File: src/rtl/core/mf3_pkg.sv
`default_nettype none

package mf3_pkg;

  localparam int MAX_SIZE  = 512;
  localparam int SIZE_W    = 10;
  localparam int PIX_W     = 16;
  localparam int COL_W     = $clog2(MAX_SIZE);
  localparam int QUEUE_DEPTH = 4;
  localparam int QUEUE_AW  = $clog2(QUEUE_DEPTH);
  localparam int QUEUE_CW  = $clog2(QUEUE_DEPTH + 1);
  localparam int OUT_DEPTH = 8;
  localparam int OUT_AW    = $clog2(OUT_DEPTH);
  localparam int OUT_CW    = $clog2(OUT_DEPTH + 1);

  localparam logic CMD_PIXEL = 1'b0;
  localparam logic CMD_FLUSH = 1'b1;

  typedef logic [PIX_W-1:0] pix_t;
  typedef logic [COL_W-1:0] col_t;

  // one column push for the back end
  typedef struct packed {
    col_t col;
    pix_t value;
    logic emit;
    logic border;
    logic frame_end;
  } work_t;

  typedef struct packed {
    pix_t value;
    logic frame_end;
  } res_t;

endpackage

`default_nettype wire

File: src/rtl/core/mf3_queue.sv
`default_nettype none

module mf3_queue
  import mf3_pkg::*;
(
  input  wire logic  clk,
  input  wire logic  rst,
  input  wire logic  push,
  input  wire work_t push_word,
  output logic       full,
  input  wire logic  pop,
  output logic       empty,
  output work_t      head
);

  work_t               mem [QUEUE_DEPTH];
  logic [QUEUE_AW-1:0] wr_ptr;
  logic [QUEUE_AW-1:0] rd_ptr;
  logic [QUEUE_CW-1:0] count;

  assign full  = (count == QUEUE_CW'(QUEUE_DEPTH));
  assign empty = (count == '0);
  assign head  = mem[rd_ptr];

  always_ff @(posedge clk) begin
    if (push) begin
      mem[wr_ptr] <= push_word;
    end
  end

  always_ff @(posedge clk) begin
    if (rst) begin
      wr_ptr <= '0;
      rd_ptr <= '0;
      count  <= '0;
    end else begin
      if (push) begin
        wr_ptr <= (wr_ptr == QUEUE_AW'(QUEUE_DEPTH - 1)) ? '0 : wr_ptr + QUEUE_AW'(1);
      end
      if (pop) begin
        rd_ptr <= (rd_ptr == QUEUE_AW'(QUEUE_DEPTH - 1)) ? '0 : rd_ptr + QUEUE_AW'(1);
      end
      priority if (push && !pop) begin
        count <= count + QUEUE_CW'(1);
      end else if (pop && !push) begin
        count <= count - QUEUE_CW'(1);
      end
    end
  end

  a_no_overflow: assert property (@(posedge clk) disable iff (rst)
    push |-> (!full || pop))
    else $error("work queue overflow");

  a_no_underflow: assert property (@(posedge clk) disable iff (rst)
    pop |-> !empty)
    else $error("work queue underflow");

endmodule

`default_nettype wire

File: config.mk
export PLATFORM = sky130hd
export DESIGN_NAME = mf3_queue
export DESIGN_NICKNAME = d
export VERILOG_FILES = /design/src/rtl/core/mf3_pkg.sv /design/src/rtl/core/mf3_queue.sv
export SDC_FILE = /design/constraint.sdc
export NUM_CORES = 1
export LEC_CHECK = 0
export BUFFER_PORTS_ARGS = -buffer_cell sky130_fd_sc_hd__buf_4
export CORE_MARGIN = 2
export CORE_UTILIZATION = 40
export CTS_CLUSTER_DIAMETER = 40
export DETAILED_ROUTE_END_ITERATION = 8
export GPL_ROUTABILITY_DRIVEN = 1
export GPL_TIMING_DRIVEN = 0
export PLACE_DENSITY = 0.63
export SLEW_MARGIN = 20
export SYNTH_ARGS = -nofsm -noshare
export SYNTH_HDL_FRONTEND = slang
export SYNTH_SLANG_ARGS = --single-unit
File: constraint.sdc
create_clock -name clk -period 4.5 [get_ports clk]
set_input_delay 0.675 -clock clk [delete_from_list [all_inputs] [get_ports clk]]
set_output_delay 0.675 -clock clk [all_outputs]
set_load 0.02 [all_outputs]
==> summary.txt <==
CTS
  – Clk root buf: clkbuf_16
  – Clock Sinks: 121
  – Clk_lat worst skew: ~0.40 ns
  – Post-CTS repair timing setup buffer count: 0
  – Clock buffer depth: 2
  – TritonCTS clock tree: built
  – CTS buffer count: 17
  – Post-CTS Hold Fix Bufs: 0
  – Clock Pin Slew Worst Setup and Hold Paths: around 0.06 ns
  – Cts repair resizes: 0
  – Htree depth: 4

Finish
  – Layout cells sized above 1: between 40 and 50%
  – Final cell count without fillers: approximately 430
  – Area growth, synth to finish: 29.4%
  – Nets: 313
  – N_diodes: 0

STA
  – Highest clock rate: about 0.4 GHz
  – Unrepaired setup endpoints after global routing: no
  – Final-report setup violation count: 0
  – Slew margin rel.: about 71%
  – Final Max Slew Viols: 0
  – Post-layout min period: about 2.5 ns
  – Hold WS: between 0.4 and 0.5 ns
  – Post-Route Setup TNS: 0 ns
  – Period Utilization, post-route: between 50% and 60%
  – Worst setup margin: 1.99 ns
  – Slew @ Worst Pin: roughly 0.43 ns
  – Worst Skew: between 0.007 and 0.008 ns
  – Final Hold Viols: 0

Setup path
  – WP data arrival: 1.84 ns
  – Worst R2R Setup Slack: 3.00 ns
  – WS Path Type: flip-flop to output pin
  – Reg-to-reg endpoint: mem[1][0]
  – Worst path required time: between 3 and 4 ns
  – Reg2reg start: wr_ptr[1]
  – CP Capture Type: output pin
  – Worst Reg2Reg Path Length in Cells: 4
  – CP startpoint kind: flip-flop
  – CP max FO: 10

Power
  – Sw Share: between 20% and 30%
  – Sw Pwr: 668 uW
  – Comb pwr share: approximately 10%
  – Clk network pwr share: 45.3%
  – Seq pwr share: 44.6%
  – Pint: roughly 2.3 mW
  – Maximum VDD drop: between 300 and 400 uV
  – Leak Pwr: 2.09 nW
  – Power density cells: around 500 nW/um2

Yosys
  – Post-synth top cells: edfxtp_1, mux4_2, dfxtp_1
  – YS warnings: 0
  – Mapped Area: 4530 um2
  – Synth top area share: approximately 74%
  – Post-synthesis async set-or-reset flop share: 0%
  – Mean Syn Cell Area: approximately 24 um2
  – Number of synthesized register bits: around 120
  – Cell taking the most area after synthesis: edfxtp_1
  – Synth area leaders: edfxtp_1, mux4_2, mux4_1
  – EDFF count, synth: about 110
  – Most common cell in the netlist: edfxtp_1
  – Register area share after synthesis: between 70 and 80%
  – Most used DFF post-synth: edfxtp_1
  – Syn nets: between 200 and 250
  – Syn Inst Count: 190
  – Unique masters post-synth: 19

Job
  – Maxcap violations: 0

Floorplan
  – Starting density of the core: 41.4%
  – Number of core rows: 38
  – Die Ht: roughly 110 um
  – I/O pin count: just over 60
  – Die ar.: 12200 um2
  – DIE WIDTH: 110 um
  – Core area: 10900 um2

GRT
  – Initial antenna violation count: 0
  – Vias in the first global route: ~2300
  – Tot GR Track Use: approximately 14%
  – First-pass GRT wire length: about 12000 um
  – Largest net degree at the start of global routing: 25
  – Grt ovf: 0

Status
  – Status: complete, no violations

Route
  – Initial DRC Count: 109
  – Drt via density: between 4 and 5
  – Uppermost routed layer: met4
  – Number of remaining DRC errors: 0
  – Routed length on met2: ~4000 um
  – Drt pass-1 iters: 4
  – Final ANT Viol Nets: 0
  – Via count: between 2000 and 2500
  – Metal-1 WL: 3440 um
  – WL/cell: approximately 18 um
  – Met3 wire len: 352 um
  – Routed wire length: just under 8000 um

Placed design
  – Post-placement cell count: approximately 400
  – Placer Congestion: about 0.65
  – Post-DP HPWL: between 4000 and 5000 um
  – Input/output buffers: between 60 and 70
  – Post-Place Setup Slack: between 2 and 2.5 ns

Min path
  – Min-delay src: push_word[24]
  – Hold depth: 1
  – Min-Delay Endpoint: mem[0][24]
  – HP Class: input port to flip-flop
==> per-layer routing <==
| metal | GRT usage, % | vias up |
|---|---|---|
| met2 | 20.8 | 56 |
| met3 | 5.98 | 4 |
| met5 | 0 | - |
| li1 | - | 972 |
| met4 | 4.25 | 0 |
| met1 | 17.8 | 1090 |
==> how the worst max path moves through the flow <==
stage / endpoint / depth (start not counted) / slack [ns] / from
after detailed placement: count[2] / 8 / 2.30 / pop
after CTS: head[23] / 4 / 1.95 / flip-flop
final: head[11] / 4 / 1.99 / flip-flop
after global placement: mem[0][1] / 2 / 2.06 / push
after floorplan: count[2] / 7 / 2.56 / pop
after global routing: head[11] / 4 / 1.88 / flip-flop
==> registers in the layout, indices dropped and copies added, names as in the netlist, named ones only <==
register,cells
wr_ptr,2
count,3
rd_ptr,2
mem,112
==> power by group through the flow <==
stage	sequential, mW	clock (mW)	combinational (mW)
final	1.30	1.33	0.295
after floorplan	1.32	0	0.167
after global placement	1.33	0	0.282
after global routing	1.31	1.41	0.318
after CTS	1.30	1.36	0.302
after detailed placement	1.33	0	0.300
==> final cells by class <==
type | instances | area (um2)
clock inverter | 15 | 164
inverter | 4 | 15.0
timing repair buffer | 65 | 561
fill | 861 | 5070
buffer | 6 | 66.3
clock buffer | 17 | 425
multi-input combinational | 59 | 911
tap | 140 | 175
sequential | 121 | 3540
==> critical path, cell delays in order (launching register included) <==
cell	delay [ns]
dfxtp_1	0.30
buf_2	0.25
buf_2	0.34
mux4_2	0.37
buf_4	0.18
==> per-stage QoR <==
step	total power, mW	cell area, um2	util, %
detailed placement	1.63	5270	48.2
CTS	2.96	5860	53.6
finish	2.92	5860	53.6
floorplan	1.49	4530	-
global route	3.04	5860	53.6
global placement	1.61	5160	47.2
==> placed cells by master (no fill, tap or decap), types with 6 or more instances in the layout <==
master / instances
dfxtp_1: 9
inv_6: 7
nor2_1: 7
buf_4: 61
edfxtp_1: 112
mux4_1: 8
clkbuf_16: 17
mux4_2: 20
ha_1: 6
==> cell families (layout without fill, tap and decap cells) <==
| group | count (synthesis) | in the layout | share of synthesized area, % |
|---|---|---|---|
| flops | 121 | 121 | 78.2 |
| buf+inv | 10 | 107 | 1.79 |
| fa+ha+maj | 7 | 7 | 2.10 |
| xor+xnor | 2 | 2 | 0.387 |
| simple gates | 15 | 15 | 1.71 |
| mux | 32 | 32 | 15.5 |
| compound gates | 3 | 3 | 0.331 |
Note: power is estimated with default switching activity, not from simulation.
