File: src/rtl/core/mf3_pkg.sv
`default_nettype none

package mf3_pkg;

  localparam int MAX_SIZE  = 512;
  localparam int SIZE_W    = 10;
  localparam int PIX_W     = 16;
  localparam int COL_W     = $clog2(MAX_SIZE);
  localparam int QUEUE_DEPTH = 4;
  localparam int QUEUE_AW  = $clog2(QUEUE_DEPTH);
  localparam int QUEUE_CW  = $clog2(QUEUE_DEPTH + 1);
  localparam int OUT_DEPTH = 8;
  localparam int OUT_AW    = $clog2(OUT_DEPTH);
  localparam int OUT_CW    = $clog2(OUT_DEPTH + 1);

  localparam logic CMD_PIXEL = 1'b0;
  localparam logic CMD_FLUSH = 1'b1;

  typedef logic [PIX_W-1:0] pix_t;
  typedef logic [COL_W-1:0] col_t;

  // one column push for the back end
  typedef struct packed {
    col_t col;
    pix_t value;
    logic emit;
    logic border;
    logic frame_end;
  } work_t;

  typedef struct packed {
    pix_t value;
    logic frame_end;
  } res_t;

endpackage

`default_nettype wire

File: src/rtl/core/mf3_front.sv
`default_nettype none

module mf3_front
  import mf3_pkg::*;
(
  input  wire logic              clk,
  input  wire logic              rst,
  input  wire logic              cfg_valid,
  output logic                   cfg_ready,
  input  wire logic [SIZE_W-1:0] image_size,
  input  wire logic              in_valid,
  output logic                   in_ready,
  input  wire logic              command,
  input  wire pix_t              pixel_value,
  input  wire logic              q_full,
  output logic                   q_push,
  output work_t                  q_word
);

  col_t size_last;
  col_t cfg_last;
  col_t push_col;
  col_t acc_row;
  col_t qx;
  col_t qy;
  logic full;
  logic emit_on;

  logic accept;
  logic is_pixel;
  logic at_col_last;
  logic q_col_last;
  logic q_row_last;
  logic cfg_write;

  assign cfg_ready = 1'b1;
  assign cfg_write = cfg_valid && cfg_ready;
  assign in_ready  = !q_full;
  assign accept    = in_valid && in_ready;
  assign is_pixel  = (command == CMD_PIXEL);

  assign at_col_last = (push_col == size_last);
  assign q_col_last  = (qx == size_last);
  assign q_row_last  = (qy == size_last);

  // size clamped to 3..MAX_SIZE, kept as size minus one
  always_comb begin
    if (image_size < SIZE_W'(3)) begin
      cfg_last = COL_W'(2);
    end else if (32'(image_size) > MAX_SIZE) begin
      cfg_last = COL_W'(MAX_SIZE - 1);
    end else begin
      cfg_last = COL_W'(image_size - SIZE_W'(1));
    end
  end

  always_comb begin
    q_push          = accept && (is_pixel ? !full : full);
    q_word.col      = push_col;
    q_word.value    = is_pixel ? pixel_value : '0;
    q_word.emit     = is_pixel ? emit_on : 1'b1;
    q_word.border   = (qx == '0) || q_col_last || (qy == '0) || q_row_last;
    q_word.frame_end = q_word.emit && q_col_last && q_row_last;
  end

  always_ff @(posedge clk) begin
    if (rst) begin
      size_last <= COL_W'(MAX_SIZE - 1);
      push_col  <= '0;
      acc_row   <= '0;
      qx        <= '0;
      qy        <= '0;
      full      <= 1'b0;
      emit_on   <= 1'b0;
    end else if (cfg_write) begin
      size_last <= cfg_last;
      push_col  <= '0;
      acc_row   <= '0;
      qx        <= '0;
      qy        <= '0;
      full      <= 1'b0;
      emit_on   <= 1'b0;
    end else if (q_push) begin
      if (q_word.frame_end) begin
        push_col <= '0;
        acc_row  <= '0;
        qx       <= '0;
        qy       <= '0;
        full     <= 1'b0;
        emit_on  <= 1'b0;
      end else begin
        push_col <= at_col_last ? '0 : push_col + COL_W'(1);
        if (is_pixel) begin
          if (at_col_last) begin
            acc_row <= acc_row + COL_W'(1);
          end
          if ((acc_row == COL_W'(1)) && (push_col == '0)) begin
            emit_on <= 1'b1;
          end
          if ((acc_row == size_last) && at_col_last) begin
            full <= 1'b1;
          end
        end
        if (q_word.emit) begin
          qx <= q_col_last ? '0 : qx + COL_W'(1);
          if (q_col_last) begin
            qy <= qy + COL_W'(1);
          end
        end
      end
    end
  end

  a_frame_end_after_full: assert property (@(posedge clk) disable iff (rst)
    (q_push && q_word.frame_end) |-> full)
    else $error("frame end before the frame was complete");

  a_full_implies_emit: assert property (@(posedge clk) disable iff (rst)
    full |-> emit_on)
    else $error("frame complete without emission started");

endmodule

`default_nettype wire

File: config.mk
export PLATFORM = sky130hd
export DESIGN_NAME = mf3_front
export DESIGN_NICKNAME = d
export VERILOG_FILES = /design/src/rtl/core/mf3_pkg.sv /design/src/rtl/core/mf3_front.sv
export SDC_FILE = /design/constraint.sdc
export NUM_CORES = 1
export LEC_CHECK = 0
export ABC_CLOCK_PERIOD_IN_PS = 2690
export BUFFER_PORTS_ARGS = -buffer_cell sky130_fd_sc_hd__buf_2
export CAP_MARGIN = 10
export CORE_MARGIN = 2
export CORE_UTILIZATION = 55
export DETAILED_ROUTE_END_ITERATION = 7
export PLACE_DENSITY = 0.89
export RECOVER_POWER = 50
export SLEW_MARGIN = 20
export SYNTH_ARGS = -nofsm -noshare
export SYNTH_HDL_FRONTEND = slang
export SYNTH_SLANG_ARGS = --single-unit
File: constraint.sdc
create_clock -name clk -period 2.69 [get_ports clk]
set_input_delay 0.538 -clock clk [delete_from_list [all_inputs] [get_ports clk]]
set_output_delay 0.538 -clock clk [all_outputs]
set_load 0.02 [all_outputs]
==> results.cfg <==
[route]
viasPerCell = 5.92
wl_per_cell_um = 15.2
vias = 3007
final_antenna_net_count = 0
firstDrtPassIters = 6
drt_iter0_markers = 280
drcViolationCount = 0
wirelength_um = 7720

[timing]
max_freq_ghz = 0.398
fin_ws_ps = 175
worstMarginPinSlew_ps = 515
finClkSkew_ps = 6.43
final_max_slew_viol_count = 0
hold_viol = 0
finalCritPeriodShare = 0.935
finalSetupViolCount = 0
period_minus_slack_ps = 2510
tns_ps = 0
slew_headroom = 0.656

[setup_path]
r2r-start = size_last[6]
crit_type = register to primary output
crit_path_start_kind = register
crit_arrival_ps = 1980
rrSetupSlack_ps = 250
path_cells = xor2_1 > nor3_1 > nand3_2 > nor2_1 > buf_2
cp.required_ps = 2150
endpoint = q_word[0]
max_stage_delay_ps = 510
slowest_stage = dfxtp_1
worstPathMaxFanout = 8
critPathLaunch = size_last[5]
r2r-end = acc_row[2]
ff2ff_path_depth = 6
end_kind = primary output

[final_layout]
fin_cells = 508
multi_input_area_um2 = 2000
stdcell_area_um2 = 3520
fill_cells = 471
fin_nets = 477
postLayoutCoreUtil = 0.644
num_antenna_cells = 0
seq_area_um2 = 941
areaGrowthSynthToFinish_pct = 13.6
drive_above_1_share = 0.181

[synthesis]
synth_warnings = 0
ys_types = 53
async_reset_ff_frac = 0
post-synth-top-count-cell = xor2_1
synth_cells = 384
synth_common_cells = xor2_1 (48), dfxtp_1 (47), nor2_1 (38)
syn_area_per_cell_um2 = 8.07
ys_ff_latch = 47
synth_top_area_cell = dfxtp_1
netlist_area_um2 = 3100
synth_area_leaders = dfxtp_1 (30%), xor2_1 (14%), nor2_1 (4.6%)
synth-edff-count = 0
syn_nets = 426
synth_top_cell_area_share = 0.303
synth-seq-area-share = 0.303
synth-main-ff-cell = dfxtp_1

[floorplan]
die_area_um2 = 6250
fp.dieH_um = 79.1
start_util = 0.567
die_w_um = 79.1
rows = 27
coreArea_um2 = 5470
io_pins = 63

[grt]
track_usage = 0.252
grt_overflow = 0
grt_max_degree = 17
antenna_found_initial = 0
grt_pass1_wl_um = 12600
grt_pass1_vias = 2744

[placement]
dpl.cell_count = 500
gp_congestion = 0.937
place_ws_ps = 368
port_buffers = 61
place_area_um2 = 3420
place_hpwl_um = 5810

[power_and_ir_drop]
peakVddDrop_mv = 0.364
power_leakage_nw = 1.30
power_density_nw_per_um2 = 383

[clocking]
cts.sinks = 47
cts.clk_slew.worst_paths_ps = 90
cts_tree = done
cts_buffers = 5
worstSkewPairLatency_ps = 310
cts-root-buf = clkbuf_8
htreeDepth = 2
clock_path_buffers = 2
cts_setup_buffers = 0

[job]
cap_violations = 0

[outcome]
status = finished clean

[hold_path]
holdCritPathClass = register to register
## through the flow
stage          hold WS, ps  power (W)
2_1_floorplan          434   0.000845
3_3_place_gp           454   0.000900
3_5_place_dp           474   0.000906
4_1_cts                487    0.00135
5_1_grt                505    0.00141
6_report               489    0.00135
## logic make-up (layout without fill, tap and decap cells)
kind of cell               after synthesis  count (layout)  share of synthesized area
adders and majority gates               10              10                     0.0404
and+or+nand+nor                        158             158                      0.279
other                                    1               1                    0.00121
AOI/OAI and AO/OA                       66              66                      0.139
xor gates and xnor gates                63              63                      0.180
DFF                                     47              47                      0.303
buffers and inverters                   39              91                     0.0569
## cell type report
class	instances	area share
clock buffers	6	0.0234
clock inverters	2	0.00462
inverters	16	0.0170
multi-input cells	298	0.568
flip-flops and latches	47	0.267
well taps	72	0.0256
repair buffers	67	0.0945
## worst max-delay path: cells and delay by family, from the launching register on
family | cells | cell delay [ps]
flops | 1 | 510
simple gates | 3 | 830
buf+inv | 1 | 200
xor+xnor | 1 | 120
## state kept, by name (all words and copies together), names as in the netlist
name / cells
size_last: 9
acc_row: 9
qy: 9
qx: 9
full: 1
emit_on: 1
push_col: 9
## layout by cell type (no fill, tap or decap), types with 11 or more instances in the layout
cell | Yosys | layout
xor2_1 | 48 | 48
clkbuf_1 | 12 | 12
nor3_1 | 11 | 11
dfxtp_1 | 47 | 47
inv_1 | 14 | 14
xnor2_1 | 14 | 14
a21oi_1 | 25 | 25
and3_1 | 11 | 11
nand2_1 | 21 | 21
buf_2 | 5 | 50
o21ai_0 | 14 | 14
nor2b_1 | 17 | 17
nand4_1 | 14 | 14
nor2_1 | 38 | 38
## report_power, final
part	internal [W]	total, W	leakage [nW]	switching [W]
logic	0.0000688	0.000167	0.873	0.0000979
clock network	0.000210	0.000457	0.0474	0.000247
registers	0.000704	0.000725	0.381	0.0000212
total	0.000983	0.00135	1.30	0.000367
## how the worst min path moves through the flow
stage	depth (start not counted)	end	from	slack [ps]
CTS	2	emit_on	emit_on	490
global placement	2	emit_on	emit_on	450
floorplan	2	emit_on	emit_on	430
global route	2	emit_on	emit_on	510
finish	2	emit_on	emit_on	490
detailed placement	2	emit_on	emit_on	470
## layer usage
layer,vias to the layer above,GRT usage,share of wire
met2,185,0.436,0.47
met4,0,0.105,0.026
met5,-,0,0
met3,28,0.0477,0.091
li1,1436,-,-
met1,1358,0.306,0.41
## timing repair
| item | 4_1_cts | 5_1_grt |
|---|---|---|
| gates resized for setup | 0 | 3 |
| hold buffers | 0 | 0 |
| setup endpoints to repair | 0 | 2 |
Power figures use the tool's default switching activity.
